==> src/hw/rtl/qte_pkg.sv <==
`default_nettype none

package qte_pkg;

  localparam int CORDIC_STAGES   = 16;
  localparam int COMPONENT_WIDTH = 16;

  localparam int NSTAGES    = (CORDIC_STAGES > 24) ? 24 : CORDIC_STAGES;
  localparam int FRAC       = 30;
  localparam int PW         = 32;
  localparam int TW         = 34;
  localparam int SQ_STEPS   = 31;
  localparam int SQW        = 62;
  localparam int CDW        = 38;
  localparam int AW         = 33;
  localparam int MW         = 50;
  localparam int CENTW      = 18;
  localparam int BACK_DEPTH = NSTAGES + 36;

  typedef struct packed {
    logic signed [TW-1:0] t0;
    logic signed [TW-1:0] t1;
    logic signed [PW-1:0] t2;
    logic signed [TW-1:0] t3;
    logic signed [TW-1:0] t4;
  } qte_terms_t;

  function automatic logic signed [AW-1:0] qte_atan(input int i);
    logic signed [AW-1:0] r;
    case (i)
      0:       r = AW'(32'h20000000);
      1:       r = AW'(32'h12E4051E);
      2:       r = AW'(32'h09FB385B);
      3:       r = AW'(32'h051111D4);
      4:       r = AW'(32'h028B0D43);
      5:       r = AW'(32'h0145D7E1);
      6:       r = AW'(32'h00A2F61E);
      7:       r = AW'(32'h00517C55);
      8:       r = AW'(32'h0028BE53);
      9:       r = AW'(32'h00145F2F);
      10:      r = AW'(32'h000A2F98);
      11:      r = AW'(32'h000517CC);
      12:      r = AW'(32'h00028BE6);
      13:      r = AW'(32'h000145F3);
      14:      r = AW'(32'h0000A2F9);
      15:      r = AW'(32'h0000517C);
      16:      r = AW'(32'h000028BE);
      17:      r = AW'(32'h0000145F);
      18:      r = AW'(32'h00000A2F);
      19:      r = AW'(32'h00000517);
      20:      r = AW'(32'h0000028B);
      21:      r = AW'(32'h00000145);
      22:      r = AW'(32'h000000A2);
      23:      r = AW'(32'h00000051);
      default: r = '0;
    endcase
    return r;
  endfunction

endpackage

`default_nettype wire

==> src/hw/rtl/qte_fifo.sv <==
`default_nettype none

module qte_fifo import qte_pkg::*; (
  input  wire logic        clk_i,
  input  wire logic        rst_ni,
  input  wire logic        w_valid_i,
  output logic             w_ready_o,
  input  wire qte_terms_t  w_data_i,
  output logic             r_valid_o,
  input  wire logic        r_ready_i,
  output qte_terms_t       r_data_o
);

  qte_terms_t mem_q [2];
  logic       wptr_q, rptr_q;
  logic [1:0] cnt_q;
  logic       push, pop;

  assign w_ready_o = (cnt_q != 2'd2);
  assign r_valid_o = (cnt_q != 2'd0);
  assign r_data_o  = mem_q[rptr_q];
  assign push      = w_valid_i && w_ready_o;
  assign pop       = r_valid_o && r_ready_i;

  always_ff @(posedge clk_i or negedge rst_ni) begin
    if (!rst_ni) begin
      wptr_q <= 1'b0;
      rptr_q <= 1'b0;
      cnt_q  <= 2'd0;
    end else begin
      if (push) wptr_q <= !wptr_q;
      if (pop)  rptr_q <= !rptr_q;
      if (push && !pop) begin
        cnt_q <= cnt_q + 2'd1;
      end else if (pop && !push) begin
        cnt_q <= cnt_q - 2'd1;
      end
    end
  end

  always_ff @(posedge clk_i) begin
    if (push) mem_q[wptr_q] <= w_data_i;
  end

endmodule

`default_nettype wire

==> config.mk <==
export PLATFORM = sky130hd
export DESIGN_NAME = qte_fifo
export DESIGN_NICKNAME = d
export VERILOG_FILES = /design/src/hw/rtl/qte_pkg.sv /design/src/hw/rtl/qte_fifo.sv
export SDC_FILE = /design/constraint.sdc
export NUM_CORES = 1
export LEC_CHECK = 0
export ABC_AREA = 0
export BUFFER_PORTS_ARGS = -buffer_cell sky130_fd_sc_hd__buf_2
export CORE_UTILIZATION = 45
export DETAILED_ROUTE_END_ITERATION = 8
export PLACE_DENSITY = 0.75
export SYNTH_ARGS = -nofsm -noshare
export SYNTH_HDL_FRONTEND = slang
export SYNTH_SLANG_ARGS = --single-unit
==> constraint.sdc <==
create_clock -name clk_i -period 9.29 [get_ports clk_i]
set_input_delay 0.929 -clock clk_i [delete_from_list [all_inputs] [get_ports clk_i]]
set_output_delay 0.929 -clock clk_i [all_outputs]
set_load 0.01 [all_outputs]
==> reports/metrics.yaml, run 1 <==
global_routing:
  first_global_vias: 6563
  antenna_found_initial: 8
  grtUsageTotal_pct: 16.0
  global_route_wire_length_before_repair_um: 34800
  grt_start_max_net_pins: 77
  overflow: 0
outcome:
  run_status: "finished, final reports clean"
cts:
  tritoncts: "done"
  post_cts_resize_count: 0
  clkSinkCount: 340
  cts_post_setup_buffers_inserted: 0
  htree_num_levels: 2
  tritoncts.num_buffers: 35
  max-clock-path-buffers: 3
  worst_skew_pair.late_latency_ns: 0.50
  clockRootBuffer: "clkbuf_16"
  clk_pin_slew_ns: 0.06
  cts_hold_buf: 0
cells_and_area:
  most-common-layout-cells: "buf_2 (341), edfxtp_1 (336), mux2_4 (101)"
  final_core_util_pct: 57.1
  layout_cell_share_with_drive_strength_beyond_1_pct: 60.6
  multiInputGateArea_um2: 2370
  regArea_um2: 10200
  n_fill_cell: 2160
  design.final.nets: 1079
  areaGrowthSynthToFinish_pct: 24.5
  mostFrequentLayoutCell: "buf_2"
route:
  ant_nets: 0
  via_per_inst: 4.81
  route.detailed.wl_per_inst_um: 18.3
  postRouteWirelength_um: 24000
  first_pass_iters: 4
  drcViolationCount: 0
  initial_detailed_routing_violation_count: 323
  num_vias: 6301
pwr:
  p_per_area_nw_per_um2: 317
  share_of_power_burned_in_combinational_logic_pct: 29.8
  netSwitchingPower_w: 0.00142
  vdd.ir_drop.worst_v: 0.000237
  fin_total_pwr_w: 0.00502
  clkPwrFrac_pct: 25.3
  leakage_nw: 6.19
  sw_frac_of_total_pct: 28.4
  intPower_w: 0.00359
  seq_power_share_pct: 45.0
worst_setup_path:
  cpPeakStageDelay_ns: 1.16
  timing.critical_path.to_type: "output port"
  timing.critical_path.slowest_stage_cell: "dfrtp_4"
  crit_fanout: 73
  cp-start-kind: "register"
  cp.arrival_ns: 3.26
  critical_path.top_delay_family: "flip-flops"
  worst-path-buf-inv: 2
  crit_type: "reg2out"
  cp.required_ns: 8.36
  worstPathCellList: "buf_4, mux2_2, buf_2"
sta:
  timing.setup.tns_ns: 0
  fin_crit_sh_pct: 45.0
  max_freq_mhz: 239
  timing.final.hold_violations: 0
  timing.clock.skew_ns: 0.00893
  worst_slew_margin_rel_pct: 25.6
  finalSetupViolCount: 0
  final.hold.worst_slack_ns: 0.225
  timing_max_transition_violations_final: 0
  final_period_minus_worst_setup_slack_ns: 4.18
  max_slew.worst_pin.slew_ns: 1.12
  rsz0062_at_grt: "false"
die:
  floorplan.die_area_um2: 29000
  floorplan.die.height_um: 170
  floorplan.io_pins: 342
  floorplan.initialDensity_pct: 45.8
  fp.coreArea_um2: 27800
  fp.dieW_um: 170
  row_count: 61
synth:
  unique_masters_post_synth: 15
  synth_cells: 541
  ys_ff_latch: 340
  post_synth_instance_area_um2: 12700
  ys_seq_area_share_pct: 80.0
  yosys-top-cells-area: "edfxtp_1 (79%), mux2_4 (12%), mux2_2 (5.9%)"
  synth_largest_type_area_fraction_pct: 79.2
  synth_top_area_cell: "edfxtp_1"
  synth.net_count: 714
  yosys_synthesis_warning_count: 0
  syn_area_per_cell_um2: 23.5
placed_design:
  routabilityCongestion: 0.754
  port-buffer-count: 341
  dp_hpwl_um: 15900
hold_path:
  hp-class: "in2async"
job:
  maxCapViolations: 0
area by class of cell:
type	instances	share of cell area, %
flip-flops and latches	340	64.3
clock inverters	19	0.671
repair buffers	347	11.1
clock buffers	40	5.91
inverters	1	0.0237
multi-input cells	181	15.0
diodes	5	0.0789
well taps	378	2.98
layer usage:
layer	global-route usage (%)	share of wire, %
met1	17.0	37
met2	27.8	50
met3	6.05	9.1
met4	7.83	3.9
met5	0	0.19
cell usage after synthesis, drive strengths merged:
master and count:
and3 1, buf 19, dfrtp 4, edfxtp 336
ha 1, inv 1, mux2 168, nand2 2
nand2b 1, nor2 2, or2 1, xnor2 3
xor2 2
worst paths after layout:
check	cells after the start	from	slack, ns	to
min in group clk_i	1	cnt_q[1]	0.52	cnt_q[1]
worst max register to register	4	cnt_q[0]	6.63	mem_q[0][100]
worst min-delay path	1	rst_ni	0.23	wptr_q
max in group asynchronous	1	rst_ni	8.93	rptr_q
worst max-delay path	3	rptr_q	5.11	r_data_o[31]
worst min register to register	1	cnt_q[1]	0.52	cnt_q[1]
power groups by stage:
stage,combinational (W),sequential (W),clock (W)
2_1_floorplan,0.00109,0.00227,0
3_3_place_gp,0.00150,0.00228,0
3_5_place_dp,0.00152,0.00230,0
4_1_cts,0.00152,0.00227,0.00131
5_1_grt,0.00160,0.00229,0.00136
6_report,0.00149,0.00226,0.00127
sequential cells by signal, indices dropped and copies added, names as in the netlist:
| register | cells |
|---|---|
| mem_q | 336 |
| cnt_q | 2 |
| rptr_q | 1 |
| wptr_q | 1 |
stage by stage:
step | setup WS (ns) | instances | instance area [um^2]
2_1_floorplan | 0.601 | 541 | 12700
3_3_place_gp | 5.61 | 1247 | 14800
3_5_place_dp | 5.57 | 1247 | 14800
4_1_cts | 5.02 | 1306 | 15800
5_1_grt | 4.93 | 1309 | 15800
6_report | 5.11 | 1311 | 15900
logic make-up after synthesis:
group / Yosys count / synth area share (%)
muxes: 168 / 17.8
and+or+nand+nor: 7 / 0.265
DFF: 340 / 80.0
xor gates and xnor gates: 5 / 0.344
adders and majority gates: 1 / 0.0982
buffers and inverters: 20 / 1.46
Note: power is estimated with default switching activity, not from simulation.
==> run 2, diff against run 1 <==
Settings changed: PLACE_DENSITY 0.75 to 0.78.
Clock period 9.29 ns to 3.8 ns, I/O delays scaled along.
==> run 2 against run 1 <==
Effect of this change:
- non-clock buffer count grew 3
- sequential power is 140% higher
- sequential cell count unchanged
- register-to-register slack worse by 4.8 ns
- first-iteration DRC count is 23% higher
- power increased by 150%
- global-route usage fell by 0.48 points
- via count decreased by 0.86%
- critical path type unchanged
- largest cell class unchanged
- largest power group unchanged
- highest routed layer is now met4
==> reports/metrics.yaml, run 2 (synthesized netlist as in run 1, its figures left out) <==
worst_setup_path:
  crit_fanout: 46
  timing.critical_path.to_type: "output port"
  setup.reg_to_reg.worst_slack_ns: 1.80
  crit_type: "reg2out"
  cp-start-kind: "register"
  cp.arrival_ns: 2.34
  cp.required_ns: 3.42
sta:
  worst_slew_margin_rel_pct: 32.3
  final_period_minus_worst_setup_slack_ns: 2.72
  rsz0062_at_grt: "false"
  timing.final.hold_violations: 0
  timing.setup.tns_ns: 0
  fin_ws_ns: 1.08
  timing_max_transition_violations_final: 0
  max_slew.worst_pin.slew_ns: 1.02
  max_freq_mhz: 368
  timing.clock.skew_ns: 0.0179
  finalSetupViolCount: 0
  fin_crit_sh_pct: 71.6
die:
  floorplan.io_pins: 342
  fp.coreArea_um2: 27800
  floorplan.initialDensity_pct: 45.8
  floorplan.die_area_um2: 29000
  fp.dieW_um: 170
  row_count: 61
  floorplan.die.height_um: 170
placed_design:
  dpl.cell_count: 1249
  place_worst_setup_slack_ns: 1.55
  dp_hpwl_um: 15400
  routabilityCongestion: 0.719
  port-buffer-count: 341
cts:
  clkSinkCount: 340
  clockRootBuffer: "clkbuf_16"
  tritoncts: "done"
  worst_skew_pair.late_latency_ns: 0.50
  max-clock-path-buffers: 3
  cts_post_setup_buffers_inserted: 0
  post_cts_resize_count: 0
  tritoncts.num_buffers: 35
  clk_pin_slew_ns: 0.06
  htree_num_levels: 2
job:
  maxCapViolations: 0
cells_and_area:
  final_non_filler_cells: 1313
  max_ffs_per_register: 336
  max_flop_register: "mem_q"
  reg_top3: "mem_q: 336 flops, cnt_q: 2 flops"
  most-common-layout-cells: "buf_2 (341), edfxtp_1 (336), mux2_4 (101)"
  design.final.nets: 1082
  mostFrequentLayoutCell: "buf_2"
  layout_cell_share_with_drive_strength_beyond_1_pct: 60.7
  areaGrowthSynthToFinish_pct: 25.3
pwr:
  vdd.ir_drop.worst_v: 0.000460
  leakage_nw: 6.23
  p_per_area_nw_per_um2: 776
route:
  initial_detailed_routing_violation_count: 396
  via_per_inst: 4.76
  first_pass_iters: 4
  num_vias: 6247
  ant_nets: 0
  drcViolationCount: 0
  route.detailed.wl_per_inst_um: 17.8
  postRouteWirelength_um: 23400
global_routing:
  global_route_wire_length_before_repair_um: 34100
  grt_start_max_net_pins: 169
  met2_track_demand_over_resource_in_global_routing_pct: 26.4
  grtUsageTotal_pct: 15.5
  global_route.usage.met3_pct: 5.30
  overflow: 0
  highest_utilization_routing_layer_at_the_global_route_stage: "met2"
  grt.met1_usage_pct: 18.3
  first_global_vias: 6439
  antenna_found_initial: 2
hold_path:
  hp-class: "in2reg"
outcome:
  run_status: "finished, final reports clean"
## run 2: cell type report
class	count	area [um^2]
repair buffers	350	1830
flip-flops and latches	340	10200
diodes	2	5.00
inverters	1	3.75
clock buffers	47	963
multi-input cells	181	2370
clock inverters	14	115
well taps	378	473
fillers	2146	11800
## run 2: critical path: stages (launching register included)
cell and delay, ns:
dfrtp_4 0.92, buf_12 0.38, mux2_4 0.33, buf_2 0.14
## run 2: power breakdown
part | leakage (nW) | switching, W | internal (W)
sequential | 3.17 | 0.000314 | 0.00515
combinational | 2.54 | 0.00186 | 0.00186
clock | 0.525 | 0.00129 | 0.00191
total | 6.23 | 0.00346 | 0.00892
## run 2: metrics by stage
stage,area [um^2],hold WS [ns],total power [W],util [%]
final,16000,0.0630,0.0124,57.4
after detailed placement,14900,0.191,0.00932,53.5
after global placement,14900,0.192,0.00923,53.5
after floorplan,12700,0.0844,0.00808,-
after CTS,15900,0.0410,0.0125,57.4
after global routing,16000,0.0351,0.0129,57.4
## run 2: path summary, 6_finish.rpt
check | from | to | depth (start not counted)
max reg2reg | cnt_q[0] | mem_q[0][121] | 4
min | w_data_i[163] | mem_q[0][163] | 1
max | rptr_q | r_data_o[124] | 3
max in group asynchronous | rst_ni | rptr_q | 2
min reg2reg | cnt_q[1] | cnt_q[1] | 1
min in group asynchronous | rst_ni | wptr_q | 2
## run 2: layer usage
metal / up-vias / share of wire (%)
li1: 2898 / -
met1: 3045 / 39
met2: 261 / 50
met3: 43 / 8.5
met4: 0 / 2.5
met5: - / 0
## run 2: what timing repair did
action | 4_1_cts | 5_1_grt
setup endpoints to repair | 0 | 0
hold buffers | 1 | 0
endpoints found under the hold margin | 4 | 0
